==> config.mk <==
export PLATFORM = sky130hd
export DESIGN_NAME = polyline_stroke_triangulator_top_flat
export DESIGN_NICKNAME = d
export VERILOG_FILES = /design/src/rtl/pst_pkg.sv /design/src/rtl/pst_seg_if.sv /design/src/rtl/pst_rec_if.sv /design/src/rtl/pst_offset.sv /design/src/rtl/polyline_stroke_triangulator_top.sv /design/src/flat_wrapper.sv
export SDC_FILE = /design/constraint.sdc
export NUM_CORES = 2
export LEC_CHECK = 0
export BUFFER_PORTS_ARGS = -buffer_cell sky130_fd_sc_hd__buf_2
export CORE_ASPECT_RATIO = 0.5
export CORE_MARGIN = 2
export CORE_UTILIZATION = 52
export DETAILED_ROUTE_END_ITERATION = 8
export MAX_ROUTING_LAYER = met4
export PLACE_DENSITY = 0.68
export SLEW_MARGIN = 20
export SYNTH_ARGS = -nofsm -noshare
export SYNTH_HDL_FRONTEND = slang
export SYNTH_HIERARCHICAL = 1
export SYNTH_SLANG_ARGS = --single-unit
export TNS_END_PERCENT = 5
==> constraint.sdc <==
create_clock -name i_clk -period 11.5 [get_ports i_clk]
set_clock_uncertainty 0.15 [all_clocks]
set_input_delay 2.3 -clock i_clk [delete_from_list [all_inputs] [get_ports i_clk]]
set_output_delay 2.3 -clock i_clk [all_outputs]
set_load 0.005 [all_outputs]
==> src/rtl/pst_pkg.sv <==
`timescale 1ns / 1ps
// ----------------------------------------------------------------------------
// pst_pkg
// Shared widths, codes and beat types of the polyline stroke triangulator.
// ----------------------------------------------------------------------------
package pst_pkg;

    // Field widths
    localparam int COORD_W    = 20;            // Q16.4 coordinates
    localparam int SUM_W      = COORD_W + 1;   // endpoint plus offset before saturation
    localparam int NRM_W      = 16;            // Q1.14 normal components
    localparam int THICK_W    = 12;            // Q8.4 thickness
    localparam int OFF_W      = 14;            // rounded Q16.4 offsets, +/-4111 at most
    localparam int OUT_IDX_W  = 16;            // index fields of a record
    localparam int CFG_IDX_W  = 1;
    localparam int CFG_DATA_W = 16;

    localparam int INDEX_WIDTH_DEF = 16;

    // Saturation limits
    localparam logic signed [COORD_W-1:0] COORD_MAX = 20'sh7FFFF;
    localparam logic signed [COORD_W-1:0] COORD_MIN = 20'sh80000;

    // 1.0 pixel in Q8.4
    localparam logic [THICK_W-1:0] THICK_ONE = 12'd16;

    // Register indexes
    localparam logic [CFG_IDX_W-1:0] CFG_THICKNESS  = 1'd0;
    localparam logic [CFG_IDX_W-1:0] CFG_INDEX_BASE = 1'd1;

    // Record kinds
    localparam logic RK_VERTEX   = 1'b0;
    localparam logic RK_TRIANGLE = 1'b1;

    // One segment beat
    typedef struct packed {
        logic signed [COORD_W-1:0] cur_x;
        logic signed [COORD_W-1:0] cur_y;
        logic signed [COORD_W-1:0] next_x;
        logic signed [COORD_W-1:0] next_y;
        logic signed [NRM_W-1:0]   normal_x;
        logic signed [NRM_W-1:0]   normal_y;
        logic                      first_of_contour;
        logic                      last_of_contour;
    } t_seg;

    // One record beat
    typedef struct packed {
        logic                      record_kind;
        logic signed [COORD_W-1:0] vert_x;
        logic signed [COORD_W-1:0] vert_y;
        logic                      fringe_flag;
        logic [OUT_IDX_W-1:0]      index_a;
        logic [OUT_IDX_W-1:0]      index_b;
        logic [OUT_IDX_W-1:0]      index_c;
        logic                      last_record;
    } t_rec;

endpackage

==> src/rtl/pst_seg_if.sv <==
`timescale 1ns / 1ps
// ----------------------------------------------------------------------------
// pst_seg_if
// Valid/ready channel carrying one polyline segment per beat.
// ----------------------------------------------------------------------------
interface pst_seg_if;
    import pst_pkg::*;

    logic valid;
    logic ready;
    t_seg data;

    modport source (output valid, output data, input ready);
    modport sink   (input valid, input data, output ready);
endinterface

==> src/rtl/pst_rec_if.sv <==
`timescale 1ns / 1ps
// ----------------------------------------------------------------------------
// pst_rec_if
// Valid/ready channel carrying one vertex or triangle record per beat.
// ----------------------------------------------------------------------------
interface pst_rec_if;
    import pst_pkg::*;

    logic valid;
    logic ready;
    t_rec data;

    modport source (output valid, output data, input ready);
    modport sink   (input valid, input data, output ready);
endinterface

==> src/rtl/pst_offset.sv <==
`timescale 1ns / 1ps
// ----------------------------------------------------------------------------
// pst_offset
// Body and fringe offsets of one normal component:
// round(n * (T -/+ 16) / 2^15), halves rounded up.
// ----------------------------------------------------------------------------
module pst_offset (
    input  logic signed [pst_pkg::NRM_W-1:0]   i_norm,
    input  logic        [pst_pkg::THICK_W-1:0] i_thick,
    output logic signed [pst_pkg::OFF_W-1:0]   o_body,
    output logic signed [pst_pkg::OFF_W-1:0]   o_fringe
);
    import pst_pkg::*;

    localparam int FAC_W  = THICK_W + 2;
    localparam int PROD_W = NRM_W + FAC_W;
    localparam int SHIFT  = 15;

    logic signed [FAC_W-1:0]  w_fac_body;
    logic signed [FAC_W-1:0]  w_fac_fringe;
    logic signed [PROD_W-1:0] w_prod_body;
    logic signed [PROD_W-1:0] w_prod_fringe;
    logic signed [PROD_W-1:0] w_rnd_body;
    logic signed [PROD_W-1:0] w_rnd_fringe;

    // T - 1.0 px and T + 1.0 px
    assign w_fac_body   = $signed({2'b00, i_thick}) - $signed(FAC_W'(THICK_ONE));
    assign w_fac_fringe = $signed({2'b00, i_thick}) + $signed(FAC_W'(THICK_ONE));

    assign w_prod_body   = PROD_W'(i_norm) * PROD_W'(w_fac_body);
    assign w_prod_fringe = PROD_W'(i_norm) * PROD_W'(w_fac_fringe);

    // add half an LSB, then floor by dropping the low bits
    assign w_rnd_body   = w_prod_body   + $signed(PROD_W'(1) << (SHIFT - 1));
    assign w_rnd_fringe = w_prod_fringe + $signed(PROD_W'(1) << (SHIFT - 1));

    assign o_body   = w_rnd_body[OFF_W+SHIFT-1:SHIFT];
    assign o_fringe = w_rnd_fringe[OFF_W+SHIFT-1:SHIFT];
endmodule

==> src/rtl/polyline_stroke_triangulator_top.sv <==
`timescale 1ns / 1ps
// ----------------------------------------------------------------------------
// polyline_stroke_triangulator_top
// Turns each closed-contour segment into eight offset vertices, the body and
// fringe triangles, and join or closing triangles where the contour needs them.
// ----------------------------------------------------------------------------
//  channel   dir  handshake        beat
//  i_seg     in   valid/ready      one segment (endpoints, normal, flags)
//  o_rec     out  valid/ready      one vertex or triangle record
//  i_cfg_*   in   write enable     thickness / index base register write
//
//  A segment emits 14 to 22 records, one per cycle while o_rec.ready is high,
//  so the output port sets the rate: 14 records + 4 (join) + 4 (close).
//  Records pass input register, work stage and output register; a new segment is
//  taken while the previous one's records drain (input register + work stage).
//  Segments with thickness below 1.0 px are taken and dropped.
//  Reset (synchronous, active low) empties all stages and clears contour state.
//  A stall on o_rec holds the record; the input register fills, then stalls.
// ----------------------------------------------------------------------------
module polyline_stroke_triangulator_top #(
    parameter int INDEX_WIDTH = pst_pkg::INDEX_WIDTH_DEF
) (
    input  logic                             i_clk,
    input  logic                             i_rst_n,
    input  logic                             i_cfg_wr_en,
    input  logic [pst_pkg::CFG_IDX_W-1:0]    i_cfg_index,
    input  logic [pst_pkg::CFG_DATA_W-1:0]   i_cfg_wr_data,
    pst_seg_if.sink                          i_seg,
    pst_rec_if.source                        o_rec
);
    import pst_pkg::*;

    localparam int STEP_W = 5;
    localparam int IW     = INDEX_WIDTH;

    // record sequence: vertices, join, body, closing triangles
    localparam logic [STEP_W-1:0] STEP_V0 = 5'd0;
    localparam logic [STEP_W-1:0] STEP_V1 = 5'd1;
    localparam logic [STEP_W-1:0] STEP_V2 = 5'd2;
    localparam logic [STEP_W-1:0] STEP_V3 = 5'd3;
    localparam logic [STEP_W-1:0] STEP_V4 = 5'd4;
    localparam logic [STEP_W-1:0] STEP_V5 = 5'd5;
    localparam logic [STEP_W-1:0] STEP_V6 = 5'd6;
    localparam logic [STEP_W-1:0] STEP_V7 = 5'd7;
    localparam logic [STEP_W-1:0] STEP_J0 = 5'd8;
    localparam logic [STEP_W-1:0] STEP_J1 = 5'd9;
    localparam logic [STEP_W-1:0] STEP_J2 = 5'd10;
    localparam logic [STEP_W-1:0] STEP_J3 = 5'd11;
    localparam logic [STEP_W-1:0] STEP_B0 = 5'd12;
    localparam logic [STEP_W-1:0] STEP_B1 = 5'd13;
    localparam logic [STEP_W-1:0] STEP_B2 = 5'd14;
    localparam logic [STEP_W-1:0] STEP_B3 = 5'd15;
    localparam logic [STEP_W-1:0] STEP_B4 = 5'd16;
    localparam logic [STEP_W-1:0] STEP_B5 = 5'd17;
    localparam logic [STEP_W-1:0] STEP_C0 = 5'd18;
    localparam logic [STEP_W-1:0] STEP_C1 = 5'd19;
    localparam logic [STEP_W-1:0] STEP_C2 = 5'd20;
    localparam logic [STEP_W-1:0] STEP_C3 = 5'd21;

    function automatic logic [OUT_IDX_W-1:0] f_out_idx(input logic [IW-1:0] v);
        return OUT_IDX_W'(v);
    endfunction

    // ------------------------------------------------------------------
    // Configuration and contour state
    // ------------------------------------------------------------------
    logic [THICK_W-1:0] r_thick;
    logic [IW-1:0]      r_vcnt;
    logic               r_has_prev;
    logic [IW-1:0]      r_prev_rt, r_prev_rb, r_prev_rft;
    logic [IW-1:0]      r_first_lt, r_first_lb, r_first_lft;

    // ------------------------------------------------------------------
    // Input register
    // ------------------------------------------------------------------
    logic r_iv;
    t_seg r_in;

    // ------------------------------------------------------------------
    // Work stage: one segment being serialized
    // ------------------------------------------------------------------
    logic                     r_wv;
    logic [STEP_W-1:0]        r_step;
    logic signed [COORD_W-1:0] r_cx, r_cy, r_nx, r_ny;
    logic signed [OFF_W-1:0]  r_bx, r_by, r_fx, r_fy;
    logic [IW-1:0]            r_base;
    logic                     r_hp, r_last;
    logic [IW-1:0]            r_j_rt, r_j_rb, r_j_rft;
    logic [IW-1:0]            r_c_lt, r_c_lb, r_c_lft;

    // Output register
    logic r_ov;
    t_rec r_out;

    logic                    w_thin, w_load, w_take, w_adv, w_last_rec, w_hp_eff;
    logic [STEP_W-1:0]       n_step;
    logic signed [OFF_W-1:0] w_bx, w_by, w_fx, w_fy;
    logic [IW-1:0]           w_id [8];
    t_rec                    w_rec;

    // offsets from the input register
    pst_offset u_off_x (
        .i_norm   (r_in.normal_x),
        .i_thick  (r_thick),
        .o_body   (w_bx),
        .o_fringe (w_fx)
    );

    pst_offset u_off_y (
        .i_norm   (r_in.normal_y),
        .i_thick  (r_thick),
        .o_body   (w_by),
        .o_fringe (w_fy)
    );

    // handshakes between stages
    assign w_adv       = r_wv && (!r_ov || o_rec.ready);
    assign w_last_rec  = (r_step == STEP_C3) || ((r_step == STEP_B5) && !r_last);
    assign w_load      = r_iv && (!r_wv || (w_adv && w_last_rec));
    assign w_thin      = (r_thick < THICK_ONE);
    assign w_take      = w_load && !w_thin;
    assign w_hp_eff    = r_has_prev && !r_in.first_of_contour;
    assign i_seg.ready = !r_iv || w_load;

    // skip the join triangles on a contour's first segment
    always_comb begin
        if ((r_step == STEP_V7) && !r_hp) begin
            n_step = STEP_B0;
        end else begin
            n_step = r_step + STEP_W'(1);
        end
    end

    // input register
    always_ff @(posedge i_clk) begin
        if (!i_rst_n) begin
            r_iv <= 1'b0;
        end else if (i_seg.valid && i_seg.ready) begin
            r_iv <= 1'b1;
        end else if (w_load) begin
            r_iv <= 1'b0;
        end
        if (i_seg.valid && i_seg.ready) begin
            r_in <= i_seg.data;
        end
    end

    // configuration writes and contour bookkeeping
    always_ff @(posedge i_clk) begin
        if (!i_rst_n) begin
            r_thick     <= THICK_ONE;
            r_vcnt      <= '0;
            r_has_prev  <= 1'b0;
            r_prev_rt   <= '0;
            r_prev_rb   <= '0;
            r_prev_rft  <= '0;
            r_first_lt  <= '0;
            r_first_lb  <= '0;
            r_first_lft <= '0;
        end else if (i_cfg_wr_en) begin
            case (i_cfg_index)
                CFG_THICKNESS: begin
                    r_thick <= i_cfg_wr_data[THICK_W-1:0];
                end
                CFG_INDEX_BASE: begin
                    r_vcnt <= IW'(i_cfg_wr_data);
                end
                default: begin
                end
            endcase
        end else if (w_take) begin
            r_vcnt     <= r_vcnt + IW'(8);
            r_has_prev <= !r_in.last_of_contour;
            r_prev_rt  <= r_vcnt + IW'(4);
            r_prev_rb  <= r_vcnt + IW'(5);
            r_prev_rft <= r_vcnt + IW'(6);
            if (!w_hp_eff) begin
                r_first_lft <= r_vcnt;
                r_first_lt  <= r_vcnt + IW'(2);
                r_first_lb  <= r_vcnt + IW'(3);
            end
        end
    end

    // work stage
    always_ff @(posedge i_clk) begin
        if (!i_rst_n) begin
            r_wv   <= 1'b0;
            r_step <= STEP_V0;
        end else if (w_take) begin
            r_wv   <= 1'b1;
            r_step <= STEP_V0;
        end else if (w_adv && w_last_rec) begin
            r_wv <= 1'b0;
        end else if (w_adv) begin
            r_step <= n_step;
        end
        if (w_take) begin
            r_cx    <= r_in.cur_x;
            r_cy    <= r_in.cur_y;
            r_nx    <= r_in.next_x;
            r_ny    <= r_in.next_y;
            r_bx    <= w_bx;
            r_by    <= w_by;
            r_fx    <= w_fx;
            r_fy    <= w_fy;
            r_base  <= r_vcnt;
            r_hp    <= w_hp_eff;
            r_last  <= r_in.last_of_contour;
            r_j_rt  <= r_prev_rt;
            r_j_rb  <= r_prev_rb;
            r_j_rft <= r_prev_rft;
            r_c_lft <= w_hp_eff ? r_first_lft : r_vcnt;
            r_c_lt  <= w_hp_eff ? r_first_lt  : r_vcnt + IW'(2);
            r_c_lb  <= w_hp_eff ? r_first_lb  : r_vcnt + IW'(3);
        end
    end

    // vertex indices of the segment in flight
    always_comb begin
        for (int k = 0; k < 8; k++) begin
            w_id[k] = r_base + IW'(k);
        end
    end

    // record for the current step
    always_comb begin
        logic                      is_vert, use_next, use_fringe, neg, fringe;
        logic [IW-1:0]             a, b, c;
        logic signed [COORD_W-1:0] px, py;
        logic signed [OFF_W-1:0]   ox, oy;
        logic signed [SUM_W-1:0]   sx, sy;
        is_vert    = 1'b0;
        use_next   = 1'b0;
        use_fringe = 1'b0;
        neg        = 1'b0;
        fringe     = 1'b0;
        a          = '0;
        b          = '0;
        c          = '0;
        case (r_step)
            STEP_V0: begin
                is_vert = 1'b1; use_fringe = 1'b1; fringe = 1'b1; a = w_id[0];
            end
            STEP_V1: begin
                is_vert = 1'b1; use_fringe = 1'b1; neg = 1'b1; fringe = 1'b1; a = w_id[1];
            end
            STEP_V2: begin
                is_vert = 1'b1; a = w_id[2];
            end
            STEP_V3: begin
                is_vert = 1'b1; neg = 1'b1; a = w_id[3];
            end
            STEP_V4: begin
                is_vert = 1'b1; use_next = 1'b1; a = w_id[4];
            end
            STEP_V5: begin
                is_vert = 1'b1; use_next = 1'b1; neg = 1'b1; a = w_id[5];
            end
            STEP_V6: begin
                is_vert = 1'b1; use_next = 1'b1; use_fringe = 1'b1; fringe = 1'b1;
                a = w_id[6];
            end
            STEP_V7: begin
                is_vert = 1'b1; use_next = 1'b1; use_fringe = 1'b1; neg = 1'b1;
                fringe = 1'b1; a = w_id[7];
            end
            // join to the previous segment
            STEP_J0: begin
                fringe = 1'b1; a = r_j_rft; b = w_id[2]; c = r_j_rt;
            end
            STEP_J1: begin
                fringe = 1'b1; a = r_j_rft; b = w_id[0]; c = w_id[2];
            end
            STEP_J2: begin
                a = r_j_rt; b = r_j_rb; c = w_id[3];
            end
            STEP_J3: begin
                a = r_j_rt; b = w_id[3]; c = w_id[2];
            end
            // body and fringes
            STEP_B0: begin
                fringe = 1'b1; a = w_id[0]; b = w_id[2]; c = w_id[4];
            end
            STEP_B1: begin
                fringe = 1'b1; a = w_id[0]; b = w_id[4]; c = w_id[6];
            end
            STEP_B2: begin
                a = w_id[2]; b = w_id[3]; c = w_id[5];
            end
            STEP_B3: begin
                a = w_id[2]; b = w_id[5]; c = w_id[4];
            end
            STEP_B4: begin
                fringe = 1'b1; a = w_id[3]; b = w_id[1]; c = w_id[7];
            end
            STEP_B5: begin
                fringe = 1'b1; a = w_id[3]; b = w_id[7]; c = w_id[5];
            end
            // close back to the contour's first segment
            STEP_C0: begin
                fringe = 1'b1; a = w_id[6]; b = r_c_lt; c = w_id[4];
            end
            STEP_C1: begin
                fringe = 1'b1; a = w_id[6]; b = r_c_lft; c = r_c_lt;
            end
            STEP_C2: begin
                a = w_id[4]; b = w_id[5]; c = r_c_lb;
            end
            STEP_C3: begin
                a = w_id[4]; b = r_c_lb; c = r_c_lt;
            end
            default: begin
            end
        endcase

        // endpoint +/- offset, saturated
        px = use_next ? r_nx : r_cx;
        py = use_next ? r_ny : r_cy;
        ox = use_fringe ? r_fx : r_bx;
        oy = use_fringe ? r_fy : r_by;
        sx = neg ? (SUM_W'(px) - SUM_W'(ox)) : (SUM_W'(px) + SUM_W'(ox));
        sy = neg ? (SUM_W'(py) - SUM_W'(oy)) : (SUM_W'(py) + SUM_W'(oy));

        w_rec.record_kind = is_vert ? RK_VERTEX : RK_TRIANGLE;
        if (!is_vert) begin
            w_rec.vert_x = '0;
        end else if (sx[SUM_W-1] != sx[SUM_W-2]) begin
            w_rec.vert_x = sx[SUM_W-1] ? COORD_MIN : COORD_MAX;
        end else begin
            w_rec.vert_x = sx[COORD_W-1:0];
        end
        if (!is_vert) begin
            w_rec.vert_y = '0;
        end else if (sy[SUM_W-1] != sy[SUM_W-2]) begin
            w_rec.vert_y = sy[SUM_W-1] ? COORD_MIN : COORD_MAX;
        end else begin
            w_rec.vert_y = sy[COORD_W-1:0];
        end
        w_rec.fringe_flag = fringe;
        w_rec.index_a     = f_out_idx(a);
        w_rec.index_b     = f_out_idx(b);
        w_rec.index_c     = f_out_idx(c);
        w_rec.last_record = w_last_rec;
    end

    // output register
    always_ff @(posedge i_clk) begin
        if (!i_rst_n) begin
            r_ov <= 1'b0;
        end else if (w_adv) begin
            r_ov <= 1'b1;
        end else if (o_rec.ready) begin
            r_ov <= 1'b0;
        end
        if (w_adv) begin
            r_out <= w_rec;
        end
    end

    assign o_rec.valid = r_ov;
    assign o_rec.data  = r_out;
endmodule

==> src/flat_wrapper.sv <==
// flat-port wrapper written by rule: the top's interface ports become plain ports
module polyline_stroke_triangulator_top_flat import pst_pkg::*;
#(
    parameter int INDEX_WIDTH = pst_pkg::INDEX_WIDTH_DEF
)
  (i_clk, i_rst_n, i_cfg_wr_en, i_cfg_index, i_cfg_wr_data, i_seg_valid, i_seg_data, i_seg_ready, o_rec_valid, o_rec_data, o_rec_ready);
  pst_seg_if i_seg_i ();
  pst_rec_if o_rec_i ();
  input  logic i_clk;
  input  logic i_rst_n;
  input  logic i_cfg_wr_en;
  input  logic [pst_pkg::CFG_IDX_W-1:0] i_cfg_index;
  input  logic [pst_pkg::CFG_DATA_W-1:0] i_cfg_wr_data;
  input wire logic [$bits(i_seg_i.valid)-1:0] i_seg_valid;
  input wire logic [$bits(i_seg_i.data)-1:0] i_seg_data;
  output wire logic [$bits(i_seg_i.ready)-1:0] i_seg_ready;
  output wire logic [$bits(o_rec_i.valid)-1:0] o_rec_valid;
  output wire logic [$bits(o_rec_i.data)-1:0] o_rec_data;
  input wire logic [$bits(o_rec_i.ready)-1:0] o_rec_ready;
  assign i_seg_i.valid = i_seg_valid;
  assign i_seg_i.data = i_seg_data;
  assign i_seg_ready = i_seg_i.ready;
  assign o_rec_valid = o_rec_i.valid;
  assign o_rec_data = o_rec_i.data;
  assign o_rec_i.ready = o_rec_ready;
  polyline_stroke_triangulator_top #(.INDEX_WIDTH(INDEX_WIDTH)) u_core (.i_clk(i_clk), .i_rst_n(i_rst_n), .i_cfg_wr_en(i_cfg_wr_en), .i_cfg_index(i_cfg_index), .i_cfg_wr_data(i_cfg_wr_data), .i_seg(i_seg_i), .o_rec(o_rec_i));
endmodule
==> metrics <==
outcome=finished clean; I/O pin count=229; min Tclk post-route=7890 ps; number of CTS-inserted buffers=57; Mapped Cells=5,931; cell area after layout=0.0638 mm^2; Netlist cell types=112; Die ar.=0.117 mm^2; crit end category=flop; wire per inst=22.8 um; Comb power frac=53.3%; clock buffer depth=3; Die Y=243 um; Top FF cell, synth=edfxtp_1; Root Driver=clkbuf_16; via/cell ratio=5.85; HP Start=u_core/r_in[65]$_DFFE_PP_; H-tree depth=2; P per Cell Area=166 mW/mm^2; Area growth, synth to finish=7.77%; relative slew slack=18.8%; setup bufs post-CTS=0; share of layout cells above drive strength 1=9.31%; total negative slack=0 ps; Post-CTS Resized=0; number of synthesized flops with an enable pin=454; Seq/Total Area, Yosys=27.5%; clk_lat worst skew=700 ps; clock slew at reported path FFs=70 ps; GPL Wtd Cong=0.986; Tot GR Track Use=30.6%; Hold-fix buffers, CTS=0; DRC violations left=0; Leak=0.0285 uW; drt total wl=173,000 um; Final nets=7,296; fin. max-slew vios=0; final hold vios=0; initial antenna violation count=5; CP Launch Point=u_core/r_thick[6]$_SDFFE_PN0P_; unrepaired setup endpoints after global routing=false; sequential share of power=28.0%; Max Freq=0.127 GHz; via count=44,300; Data arrival, critical path=8200 ps; final setup violation count=0; starting density of the core=52.5%; Clock Power Share=18.7%; DP Area=0.0618 mm^2; Max VDD drop=0.124 mV; Yosys warning count=6; Detailed Place HPWL=133,000 um; Setup Crit Path Kind=flop to flop; DR pass1 iterations=6; commonest non-fill, non-tap cell in the layout=inv_1; Starting DRT DRC Count=4,188; Syn Std Cell Area=0.0592 mm^2; Core Footprint=0.113 mm^2; Async SR Flop Fraction=0%; largest net degree at the start of global routing=109; CP required=11,810 ps; Setup crit start kind=flop; NetSw=4480 uW; fin crit share=68.6%; most frequent cells in the layout=inv_1 (875), fa_1 (786), nand2_1 (713); RR Startpoint=u_core/r_thick[6]$_SDFFE_PN0P_; mean post-synth cell area=9.98 um^2; measured slew at the worst slew-check pin=1210 ps; Synthesized Nets=7,218; Sw Ratio=42.3%; max-cap violations=0; first-pass GRT wire length=267,000 um; CTS tree=done; vias in the first global route=45,700; number of synthesized register bits=586; ANT nets after route=0; Cell Rows=87; Overflow after GRT=0; count of buffers from port buffering=228; die width=481 um; internal power=6120 uW; Hold Crit Class=flop to flop; Crit Path Max Fanout=18; Clock Sinks=586
layout make-up:
cell class              count  area (um^2)
fillers                  9703        49000
multi-input cells        4165        38500
flip-flops and latches    586        16300
inverters                 879         3310
well taps                1513         1890
repair buffers            320         1840
clock buffers              63         1450
clock inverters            44          479
diodes                      5         12.5
stage by stage:
| stage | power [uW] | std cells | setup WS [ps] | hold slack [ps] | util (%) |
|---|---|---|---|---|---|
| 6_report | 10600 | 7575 | 3610 | 228 | 56.6 |
| 5_1_grt | 11500 | 7572 | 3180 | 223 | 56.6 |
| 3_3_place_gp | 8430 | 7463 | 3830 | 252 | 54.8 |
| 2_1_floorplan | 7160 | 5931 | 2570 | 250 | - |
| 3_5_place_dp | 8610 | 7463 | 3660 | 255 | 54.8 |
| 4_1_cts | 10600 | 7570 | 3650 | 221 | 56.5 |
synth_stat cells, drive strengths merged (42+ instances only):
master,count,area [um^2]
inv,877,3290
fa,786,15700
nand2,714,2680
edfxtp,454,13600
ha,365,4570
nor2,263,1070
clkbuf,261,980
and2,248,1550
o21ai,230,1200
a21oi,190,973
xnor2,153,1360
dfxtp,132,2640
nor2b,113,707
xor2,108,953
nor3,73,382
nand3,72,390
nand2b,70,438
a21boi,67,503
mux2,46,522
nand4,44,288
a22oi,42,315
cells by family after synthesis:
logic type	Yosys count	share of synthesized area (%)
fa+ha+maj	1151	34.3
simple gates	1727	14.2
buf+inv	1180	7.62
mux	79	1.44
flops	586	27.5
xor+xnor	261	3.90
compound gates	947	11.0
flip-flops by register name, summed over array words and instances, names as in the netlist, 15 cells and up:
signal	cells
u_core/r_in	114
u_core/o_rec.data	91
u_core/r_cx	20
u_core/r_cy	20
u_core/r_nx	20
u_core/r_ny	20
u_core/r_base	16
u_core/r_c_lb	16
u_core/r_c_lft	16
u_core/r_c_lt	16
u_core/r_first_lb	16
u_core/r_first_lft	16
u_core/r_first_lt	16
u_core/r_j_rb	16
u_core/r_j_rt	16
u_core/r_prev_rb	16
u_core/r_prev_rt	16
u_core/r_vcnt	16
u_core/r_j_rft	15
u_core/r_prev_rft	15
final timing paths:
| kind | slack (ps) | endpoint | cells after the start |
|---|---|---|---|
| setup / recovery | 3610 | u_core/r_bx[12]$_DFFE_PP_ | 22 |
| hold / removal | 230 | u_core/r_nx[11]$_DFFE_PP_ | 0 |
| setup reg to reg | 3610 | u_core/r_bx[12]$_DFFE_PP_ | 22 |
| hold reg to reg | 230 | u_core/r_nx[11]$_DFFE_PP_ | 0 |
critical path, cell delays in order, from the launching register on:
cell and delay [ps]:
dfxtp_1 560, or3_1 510, nor2_1 180, nand2_1 130
or3_1 640, or2_2 420, fa_1 520, fa_1 550
inv_1 50, fa_1 500, fa_1 520, fa_1 550
inv_1 50, fa_1 500, inv_1 50, ha_1 340
nand4_1 120, nor2_1 140, nand3_2 130, a2111oi_4 550
o211ai_2 150, a211o_1 320, o311ai_1 80
routing by layer:
metal  share of wire [%]  track usage [%]
met3                 7.5             4.55
met2                  48             48.4
met5                   0                -
met1                  41             40.0
met4                 4.0             11.6
power by group through the flow:
stage	combinational [uW]	sequential, uW	clock (uW)
finish	5650	2970	1980
global route	6410	2990	2100
CTS	5650	2970	2020
detailed placement	5600	3010	0
global placement	5430	3000	0
floorplan	4260	2900	0
Power figures use the tool's default switching activity.
